### src/sv/krtu_pkg.sv
// Shared types, constants and helpers for the keyed roster table.
package krtu_pkg;

    localparam int TABLE_ENTRIES = 16;
    localparam int IDX_W = (TABLE_ENTRIES > 1) ? $clog2(TABLE_ENTRIES) : 1;
    localparam int KEY_W = 128;
    localparam int ENTRY_W = 256;
    localparam int SLOT_W = 4;

    typedef enum logic [1:0] {
        CMD_UPSERT = 2'd0,
        CMD_REMOVE = 2'd1,
        CMD_OTHER  = 2'd2,
        CMD_SPARE  = 2'd3
    } krtu_cmd_t;

    typedef enum logic [2:0] {
        TS_UPDATED  = 3'd0,
        TS_INSERTED = 3'd1,
        TS_FULL     = 3'd2,
        TS_REMOVED  = 3'd3,
        TS_MISS     = 3'd4,
        TS_IGNORED  = 3'd5
    } krtu_tstat_t;

    typedef enum logic [1:0] {
        SEQ_IN_ORDER  = 2'd0,
        SEQ_GAP       = 2'd1,
        SEQ_BACKWARDS = 2'd2
    } krtu_sstat_t;

    typedef struct packed {
        logic [1:0]  cmd;
        logic [63:0] key_high;
        logic [63:0] key_low;
        logic [31:0] pos_x;
        logic [31:0] pos_y;
        logic [31:0] vel_x;
        logic [31:0] vel_y;
        logic [31:0] seq_num;
    } krtu_in_t;

    typedef struct packed {
        logic [3:0]  slot;
        logic [2:0]  table_status;
        logic [1:0]  seq_status;
        logic [31:0] seq_skipped;
    } krtu_out_t;

    typedef struct packed {
        logic [1:0]  status;
        logic [31:0] skipped;
    } krtu_seq_res_t;

    // Slot index as reported on the result, masked to the field width.
    function automatic logic [SLOT_W-1:0] to_slot(input logic [IDX_W-1:0] idx);
        logic [IDX_W+SLOT_W-1:0] wide;
        wide = {{SLOT_W{1'b0}}, idx};
        return wide[SLOT_W-1:0];
    endfunction

endpackage

### src/sv/krtu_ram.sv
// Simple dual-port synchronous RAM with a registered read port.
module krtu_ram #(
    parameter int DEPTH = 16,
    parameter int WIDTH = 256,
    parameter int AW = (DEPTH > 1) ? $clog2(DEPTH) : 1
) (
    input  logic             aclk,
    input  logic             we,
    input  logic [AW-1:0]    waddr,
    input  logic [WIDTH-1:0] wdata,
    input  logic [AW-1:0]    raddr,
    output logic [WIDTH-1:0] rdata
);

    logic [WIDTH-1:0] mem [DEPTH];

    always_ff @(posedge aclk) begin
        if (we) begin
            mem[waddr] <= wdata;
        end
        rdata <= mem[raddr];
    end

endmodule

### src/sv/krtu_seq_check.sv
// Sequence number tracker: compares each number with the last one stored.
module krtu_seq_check (
    input  logic                   aclk,
    input  logic                   aresetn,
    input  logic                   upd,
    input  logic [31:0]            seq_num,
    output krtu_pkg::krtu_seq_res_t res
);

    logic [31:0] last_seq_reg;
    logic [31:0] diff_up;
    logic [31:0] diff_down;

    assign diff_up   = seq_num - last_seq_reg;
    assign diff_down = last_seq_reg - seq_num;

    always_comb begin
        res.status  = krtu_pkg::SEQ_IN_ORDER;
        res.skipped = 32'd0;
        if (seq_num > last_seq_reg) begin
            if (diff_up > 32'd1) begin
                res.status  = krtu_pkg::SEQ_GAP;
                res.skipped = diff_up - 32'd1;
            end
        end else if (seq_num < last_seq_reg) begin
            res.status  = krtu_pkg::SEQ_BACKWARDS;
            res.skipped = diff_down;
        end
    end

    always_ff @(posedge aclk) begin
        if (!aresetn) begin
            last_seq_reg <= 32'd0;
        end else if (upd) begin
            last_seq_reg <= seq_num;
        end
    end

endmodule

### src/sv/keyed_roster_table_update.sv
// Keyed roster table: upsert and remove by 128-bit key, with a sequence check.
// An ignored item skips the scan; upsert and remove scan the key RAM one entry per
// cycle (an upsert stops at its first key match), and the result is registered once
// the result register is free. A new item is taken only once the last result is
// committed, as the input is ready only while idle.
// Reset clears every valid bit, the last sequence number and the result valid flag;
// the entry RAM is not cleared, since only entries marked valid are ever compared.
module keyed_roster_table_update (
    input  logic                aclk,
    input  logic                aresetn,
    input  logic                s_valid,
    output logic                s_ready,
    input  krtu_pkg::krtu_in_t  s_data,
    output logic                m_valid,
    input  logic                m_ready,
    output krtu_pkg::krtu_out_t m_data
);

    localparam logic [krtu_pkg::IDX_W-1:0] LAST_IDX =
        krtu_pkg::IDX_W'(krtu_pkg::TABLE_ENTRIES - 1);

    typedef enum logic [1:0] {
        ST_IDLE,
        ST_SCAN,
        ST_FINISH
    } state_t;

    state_t                              state_reg, state_next;
    logic [krtu_pkg::IDX_W-1:0]          cnt_reg, cnt_next;
    krtu_pkg::krtu_in_t                  item_reg, item_next;
    logic                                found_reg, found_next;
    logic                                free_ok_reg, free_ok_next;
    logic [krtu_pkg::IDX_W-1:0]          free_idx_reg, free_idx_next;
    logic [krtu_pkg::IDX_W-1:0]          hit_idx_reg, hit_idx_next;
    logic [krtu_pkg::TABLE_ENTRIES-1:0]  valid_reg, valid_next;
    logic                                m_valid_reg, m_valid_next;
    krtu_pkg::krtu_out_t                 out_reg, out_next;

    // Entry RAM port signals. An entry packs velocity, position and key.
    logic                                ram_we;
    logic [krtu_pkg::IDX_W-1:0]          ram_waddr;
    logic [krtu_pkg::ENTRY_W-1:0]        ram_wdata;
    logic [krtu_pkg::IDX_W-1:0]          ram_raddr;
    logic [krtu_pkg::ENTRY_W-1:0]        ram_rdata;

    logic                                key_hit;
    logic                                seq_upd;
    krtu_pkg::krtu_seq_res_t             seq_res;

    krtu_ram #(
        .DEPTH (krtu_pkg::TABLE_ENTRIES),
        .WIDTH (krtu_pkg::ENTRY_W),
        .AW    (krtu_pkg::IDX_W)
    ) u_ram (
        .aclk  (aclk),
        .we    (ram_we),
        .waddr (ram_waddr),
        .wdata (ram_wdata),
        .raddr (ram_raddr),
        .rdata (ram_rdata)
    );

    krtu_seq_check u_seq (
        .aclk    (aclk),
        .aresetn (aresetn),
        .upd     (seq_upd),
        .seq_num (item_reg.seq_num),
        .res     (seq_res)
    );

    assign s_ready = (state_reg == ST_IDLE);
    assign m_valid = m_valid_reg;
    assign m_data  = out_reg;

    // The key read back this cycle belongs to the entry at cnt_reg.
    assign key_hit = valid_reg[cnt_reg] &&
                     (ram_rdata[krtu_pkg::KEY_W-1:0] == {item_reg.key_high, item_reg.key_low});

    assign ram_wdata = {item_reg.vel_y, item_reg.vel_x, item_reg.pos_y, item_reg.pos_x,
                        item_reg.key_high, item_reg.key_low};

    always_comb begin
        state_next    = state_reg;
        cnt_next      = cnt_reg;
        item_next     = item_reg;
        found_next    = found_reg;
        free_ok_next  = free_ok_reg;
        free_idx_next = free_idx_reg;
        hit_idx_next  = hit_idx_reg;
        valid_next    = valid_reg;
        m_valid_next  = m_valid_reg && !m_ready;
        out_next      = out_reg;
        ram_we        = 1'b0;
        ram_waddr     = found_reg ? hit_idx_reg : free_idx_reg;
        ram_raddr     = '0;
        seq_upd       = 1'b0;

        case (state_reg)
            ST_IDLE: begin
                // Entry zero is read on acceptance so the scan starts next cycle.
                if (s_valid) begin
                    item_next     = s_data;
                    cnt_next      = '0;
                    found_next    = 1'b0;
                    free_ok_next  = 1'b0;
                    free_idx_next = '0;
                    hit_idx_next  = '0;
                    if (s_data.cmd == krtu_pkg::CMD_UPSERT ||
                        s_data.cmd == krtu_pkg::CMD_REMOVE) begin
                        state_next = ST_SCAN;
                    end else begin
                        state_next = ST_FINISH;
                    end
                end
            end

            ST_SCAN: begin
                // Read the next entry while comparing the current one.
                ram_raddr = (cnt_reg == LAST_IDX) ? '0 : cnt_reg + 1'b1;
                cnt_next  = cnt_reg + 1'b1;
                if (item_reg.cmd == krtu_pkg::CMD_UPSERT) begin
                    if (key_hit) begin
                        found_next   = 1'b1;
                        hit_idx_next = cnt_reg;
                        state_next   = ST_FINISH;
                    end else begin
                        if (!valid_reg[cnt_reg] && !free_ok_reg) begin
                            free_ok_next  = 1'b1;
                            free_idx_next = cnt_reg;
                        end
                        if (cnt_reg == LAST_IDX) begin
                            state_next = ST_FINISH;
                        end
                    end
                end else begin
                    // Remove clears every match; the lowest one is reported.
                    if (key_hit) begin
                        valid_next[cnt_reg] = 1'b0;
                        if (!found_reg) begin
                            found_next   = 1'b1;
                            hit_idx_next = cnt_reg;
                        end
                    end
                    if (cnt_reg == LAST_IDX) begin
                        state_next = ST_FINISH;
                    end
                end
            end

            ST_FINISH: begin
                // Commit only once the result register is free.
                if (!m_valid_reg || m_ready) begin
                    seq_upd               = 1'b1;
                    m_valid_next          = 1'b1;
                    state_next            = ST_IDLE;
                    out_next.seq_status   = seq_res.status;
                    out_next.seq_skipped  = seq_res.skipped;
                    out_next.slot         = '0;
                    out_next.table_status = krtu_pkg::TS_IGNORED;
                    if (item_reg.cmd == krtu_pkg::CMD_UPSERT) begin
                        if (found_reg || free_ok_reg) begin
                            ram_we                = 1'b1;
                            valid_next[ram_waddr] = 1'b1;
                            out_next.slot         = krtu_pkg::to_slot(ram_waddr);
                            out_next.table_status = found_reg ? krtu_pkg::TS_UPDATED
                                                              : krtu_pkg::TS_INSERTED;
                        end else begin
                            out_next.table_status = krtu_pkg::TS_FULL;
                        end
                    end else if (item_reg.cmd == krtu_pkg::CMD_REMOVE) begin
                        if (found_reg) begin
                            out_next.slot         = krtu_pkg::to_slot(hit_idx_reg);
                            out_next.table_status = krtu_pkg::TS_REMOVED;
                        end else begin
                            out_next.table_status = krtu_pkg::TS_MISS;
                        end
                    end
                end
            end

            default: begin
                state_next = ST_IDLE;
            end
        endcase
    end

    always_ff @(posedge aclk) begin
        if (!aresetn) begin
            state_reg   <= ST_IDLE;
            valid_reg   <= '0;
            m_valid_reg <= 1'b0;
        end else begin
            state_reg   <= state_next;
            valid_reg   <= valid_next;
            m_valid_reg <= m_valid_next;
        end
        cnt_reg      <= cnt_next;
        item_reg     <= item_next;
        found_reg    <= found_next;
        free_ok_reg  <= free_ok_next;
        free_idx_reg <= free_idx_next;
        hit_idx_reg  <= hit_idx_next;
        out_reg      <= out_next;
    end

endmodule

### config.mk
export PLATFORM = sky130hd
export DESIGN_NAME = keyed_roster_table_update
export DESIGN_NICKNAME = d
export VERILOG_FILES = /design/src/sv/krtu_pkg.sv /design/src/sv/krtu_ram.sv /design/src/sv/krtu_seq_check.sv /design/src/sv/keyed_roster_table_update.sv
export SDC_FILE = /design/constraint.sdc
export NUM_CORES = 2
export LEC_CHECK = 0
export ABC_AREA = 1
export BUFFER_PORTS_ARGS = -buffer_cell sky130_fd_sc_hd__buf_4
export CORE_MARGIN = 4
export CORE_UTILIZATION = 54
export CTS_CLUSTER_DIAMETER = 150
export DETAILED_ROUTE_END_ITERATION = 10
export GPL_TIMING_DRIVEN = 0
export PLACE_DENSITY_LB_ADDON = 0.08
export SETUP_SLACK_MARGIN = 0.1
export SYNTH_ARGS = -nofsm -noshare
export SYNTH_HDL_FRONTEND = slang
export SYNTH_SLANG_ARGS = --single-unit
export TNS_END_PERCENT = 5
### constraint.sdc
create_clock -name aclk -period 25.1 [get_ports aclk]
set_clock_uncertainty 0.15 [all_clocks]
set_input_delay 7.53 -clock aclk [delete_from_list [all_inputs] [get_ports aclk]]
set_output_delay 7.53 -clock aclk [all_outputs]
set_load 0.01 [all_outputs]
After elaboration in Yosys (flattened, before gate mapping)
Memories as Yosys holds them, arrays and structs flattened. A register that Yosys moved wholly into a read port is not among the register bits.
Cells that the tools add are included.
{"block": "op_classes", "reduce_logical": 25, "add_sub_neg": 4, "muxes": 60, "eq_ne": 16, "n_bitwise": 3, "order_cmp": 7}
{"cell": "128-bit equality test", "n": 1}
{"cell": "16-bit two-way mux", "n": 5}
{"cell": "34-bit two-way mux", "n": 2}
{"cell": "32-bit subtractor", "n": 2}
{"cell": "4-bit two-way mux", "n": 13}
{"cell": "33-bit two-way mux", "n": 1}
{"cell": "32-bit by 1-bit greater-than comparator with 1-bit output (second input constant)", "n": 1}
{"cell": "32-bit greater-than comparator", "n": 1}
{"cell": "32-bit less-than comparator", "n": 1}
{"cell": "16-bit case mux with 2 select lines", "n": 1}
{"cell": "32-bit by 1-bit subtractor with 32-bit output (second input constant)", "n": 1}
{"cell": "4-bit case mux with 2 select lines", "n": 3}
{"cell": "1-bit two-way mux", "n": 19}
{"cell": "2-bit != test (second input constant)", "n": 9}
{"cell": "16-bit bitwise AND", "n": 1}
{"cell": "16-bit inverter", "n": 1}
{"cell": "16-bit bitwise OR", "n": 1}
{"cell": "2-bit two-way mux", "n": 7}
{"cell": "7-bit two-way mux", "n": 2}
{"cell": "4-bit by 5-bit less-than comparator with 1-bit output (second input constant)", "n": 2}
{"cell": "1-bit demux with 4-bit select", "n": 2}
{"cell": "4-bit by 1-bit greater-or-equal comparator with 1-bit output (second input constant)", "n": 2}
{"cell": "2-bit AND reduction", "n": 4}
{"cell": "2-bit by 1-bit equality test with 1-bit output (second input constant)", "n": 3}
{"cell": "other kinds (17)", "n": 30}
{"block": "totals", "wordCells": 137, "output_inout_bits": 43, "ff_bits": 396, "ramBits": 4096, "inputBits": 294, "n_memories": 1}
{"name": "u_ram.mem", "words": 16, "word_bits": 256, "rd": 1, "rd_ports_with_merged_regs": 1, "wr": 1, "line_no": "krtu_ram.sv:15", "rtl": "logic [WIDTH-1:0] mem [DEPTH];"}

Depth between registers and ports, before layout
{"block": "depth", "word_depth": 10, "mapped_depth": 24, "ltp_nobuf": 22}

By module
From an unflattened synthesis, not the netlist that was laid out.
{"block": "unflattened", "hier_cells": 17883, "area_unflattened_um2": 196186.9}
{"mod": "krtu_ram", "area_each_um2": 174743.8, "cells_per_inst": 15479, "n_inst": 1, "seq_area_each_um2": 128122.9}
{"mod": "keyed_roster_table_update", "area_each_um2": 14333.7, "cells_per_inst": 1100, "n_inst": 1, "seq_area_each_um2": 10740.3}
{"mod": "krtu_seq_check", "area_each_um2": 7109.3, "cells_per_inst": 1304, "n_inst": 1, "seq_area_each_um2": 640.6}

Worst setup path after synthesis
No wires, ideal clock.
{"block": "synth_timing", "kind": "input -> register", "from": "input m_ready", "to": "memory u_ram.mem[11][0], enable pin", "setup_slack_ns": 7.402, "arrival_time_ns": 16.776, "cell_stages": 5, "setup_time_ns": 0.772, "path_buffers": 1, "cell_sequence": "nor2_1 > nor2_1 > nand2_1 > clkbuf_1 > nor3_1"}
{"block": "synth_via", "elab_chain_cells": 5}
{"element": "from (decl)", "line_no": "keyed_roster_table_update.sv:15", "rtl": "input logic m_ready,"}
{"element": "1-bit logical OR", "line_no": "keyed_roster_table_update.sv:152", "rtl": "if (!m_valid_reg || m_ready) begin"}
{"element": "1-bit two-way mux", "line_no": "keyed_roster_table_update.sv:152"}
{"element": "1-bit two-way mux", "line_no": "keyed_roster_table_update.sv:98", "rtl": "case (state_reg)"}
{"element": "1-bit two-way mux", "line_no": "krtu_ram.sv:18", "rtl": "if (we) begin"}
{"element": "1-bit two-way mux (implied by the code)", "line_no": "krtu_ram.sv:19", "rtl": "mem[waddr] <= wdata;"}
{"element": "to (decl)", "line_no": "krtu_ram.sv:15"}
No other way between the ends.

Final worst setup path
{"block": "layout_timing", "from": "input m_ready", "to": "memory u_ram.mem[8][46], enable pin"}
The elaborated chain is that of the path after synthesis.

==> summary.txt <==
Setup path
  • Worst EP arrival: 10.97 ns
  • Crit path max fanout: 21
  • WP data required: 25.57 ns
  • WS Path Type: input port to flop
  • Critical Path Source Type: input port
  • Crit end category: flop

Yosys
  • Share of the synthesized area in the top cell type: 0.6874
  • Syn. warnings: 0
  • Top post-synthesis cells by area: edfxtp_1, o21ai_0, dfxtp_1
  • Post-Syn Instances: 7449
  • Post-synth net total: 7814
  • Post-synthesis simple-gate area fraction: 0.08854
  • Number of synthesized register bits: 2444
  • Most frequent cell after synthesis: edfxtp_1
  • Post-Synthesis Cell Area: 98940 um^2
  • Async SR Flop Fraction: 0
  • Area leader, netlist: edfxtp_1
  • Largest family of logic cells by synthesized area: compound AO/OA/AOI/OAI gates
  • EDFF count, synth: 2265
  • Complex-gate fraction of the synthesized area: 0.1044
  • Cell variety after synth: between 50 and 60
  • Post-Synth XOR/XNOR Area: 0.01160
  • Avg Cell Area, Syn: 13.28 um^2
  • Synth Area in Adders: 0.009130
  • Multiplexer share of the synthesized area: 0.03146
  • Seq/Total Area, Yosys: 0.7237
  • Top cells by count, synth: edfxtp_1, nor2_1, o21ai_0, nand2_1, inv_1
  • Main synth FF type: edfxtp_1

Route
  • Avg Vias per Cell: 6.380
  • Routed via count: 67760
  • Antenna viol nets, final: 0
  • DR WL/cell: 32.16 um
  • Pre-antenna DRT Iters: 6
  • WL final: around 340000 um
  • DR iter-0 viols: 10240
  • DRC viols: 0

Final layout
  • Fin area: 114100 um^2
  • Nets: about 8400
  • Post-Layout Cell Count: 10620
  • Area delta synth->final: 15.37%
  • Max FFs per register: 2048
  • Layout cells sized above 1: 0.1280

Pwr
  • Seq pwr share: 0.486
  • Part of the power in combinational logic: 0.147
  • Net Sw Power: 2.808 mW
  • Leakage power: 40.35 nW
  • Internal power: 7.072 mW
  • Worst vdd ir: 68.05 uV
  • Sw Ratio: 0.2842
  • Clock share of power: 0.367
  • PD cells: 86.55 nW/um^2

CTS
  • Post-cts sizing count: 0
  • CTS Sinks: 2444
  • Post CTS Setup Buffer Count: 0
  • Clock Latency Late Sink: 0.90 ns
  • Post-CTS Hold Fix Bufs: 0
  • Num CTS Buffers: ~230
  • CTS tree: yes
  • CTS H-tree depth: 4
  • CTS max path bufs: 3
  • Clk slew on worst S/H paths: 0.06 ns
  • CTS root buf: clkbuf_16

Timing
  • Part of the cycle the worst path needs: 0.4182
  • Slew margin rel.: -0.02740
  • Max Fclk: roughly 0.095 GHz
  • Worst Tran Pin Value: ~1.5 ns
  • Fin crit period: 10.50 ns
  • Fin. Hold Viols: 0
  • RSZ-0062 raised after global routing: false
  • Final setup violation count: 0
  • Hold Slack: 0.3981 ns
  • Max-slew violations: 22

Floorplan
  • Row count: 156
  • Core area: 181500 um^2
  • IO Pins: ~340
  • Die height: 436.0 um
  • Die X: 436.0 um
  • Initial Util: 0.5451
  • Area of the die: 190100 um^2

GRT
  • Initial antenna violation count: 20
  • Vias in the first global route: 64240
  • Pin count of the biggest net entering global routing: 40
  • GR Overflow Total: 0
  • GR Util All Layers: 0.3508
  • First-pass GRT wire length: 473800 um

Run status
  • Failing checks: capacitance limit, slew limit
  • Status: complete, but fails checks

Hold path
  • HP Class: flop to flop

Run
  • # Max-Cap Violations: 3

Placement
  • Placed Instance Area: 106200 um^2
  • Placed cells: 10160
  • Port bufs: approximately 210
  • Detailed placement HPWL: 240400 um
  • Placer Congestion: 0.9785
==> power by group through the flow <==
stage / Sequential (mW) / Clock (mW) / Combinational (mW)
6_report: 4.80 / 3.63 / 1.45
5_1_grt: 4.81 / 3.82 / 1.53
4_1_cts: 4.79 / 3.64 / 1.41
3_5_place_dp: 4.88 / 0 / 1.41
3_3_place_gp: 4.89 / 0 / 1.38
2_1_floorplan: 4.81 / 0 / 0.777
==> layout make-up <==
class	count	area [um^2]
Timing Repair Buffer	345	4145
Fill cell	13810	67380
Clock inverter	138	1593
Inverter	338	1269
Sequential cell	2444	71600
Clock buffer	310	6351
Buffer	431	1826
Multi-Input combinational cell	4236	24370
Antenna cell	10	25.02
Tap cell	2370	2965
==> layer usage <==
layer  vias to the layer above  routed length (um)  track usage
met4                         6               17640       0.1580
met2                      4456              152300       0.5355
met3                       788               41940      0.09071
met5                         -                  57            0
li1                      28810                   -            -
met1                     33700              129700       0.4773
==> metrics by stage <==
step / total power, mW / setup TNS [ns] / utilization / setup WS, ns
2_1_floorplan: 5.589 / 0 / - / 7.402
3_3_place_gp: 6.273 / -1083.02 / 0.5700 / -4.334
6_report: 9.880 / 0 / 0.6288 / 14.60
3_5_place_dp: 6.283 / 0 / 0.5849 / 13.77
4_1_cts: 9.849 / 0 / 0.6287 / 14.69
5_1_grt: 10.15 / 0 / 0.6287 / 14.49
==> worst paths after layout <==
check / from / end / slack, ns / cells after the start
setup / recovery: m_ready / u_ram.mem[8][46] / 14.60 / 12
setup reg to reg: cnt_reg[1] / u_ram.rdata[34] / 19.51 / 10
hold / removal: u_seq.last_seq_reg[31] / u_seq.last_seq_reg[31] / 0.40 / 2
hold reg to reg: u_seq.last_seq_reg[31] / u_seq.last_seq_reg[31] / 0.40 / 2
==> cells by family after synthesis <==
group           count (synthesis)
compound gates               1705
xor+xnor                      131
fa+ha+maj                      71
buf+inv                       769
flops                        2444
mux                           311
simple gates                 2018
==> cells in the final DEF (no fill, tap or decap), types with 31 or more instances in the layout <==
cell type / n
nor2_1: 733
ha_1: 69
xor2_1: 40
buf_6: 33
o211ai_1: 154
a21oi_1: 249
clkinv_2: 46
inv_1: 327
clkinv_1: 42
xnor2_1: 91
clkbuf_16: 234
buf_2: 98
edfxtp_1: 2265
dfxtp_1: 179
or2_2: 130
buf_4: 225
clkbuf_1: 335
o22ai_1: 218
mux2i_1: 311
nand3_1: 289
nand2_2: 31
nand2_1: 692
o221ai_1: 202
buf_12: 80
o21ai_0: 722
nand4_1: 46
a22oi_1: 91
==> worst max-delay path: stages <==
cell and delay, ns:
buf_4 0.11, nor2_1 0.18, nor2_1 0.13, nand2_1 0.14, clkbuf_1 0.48, buf_1 0.94, nor2_4 0.37, buf_16 0.29
buf_12 0.18, buf_12 0.18, buf_12 0.18, buf_16 0.17
(Power assumes the default switching activity.)
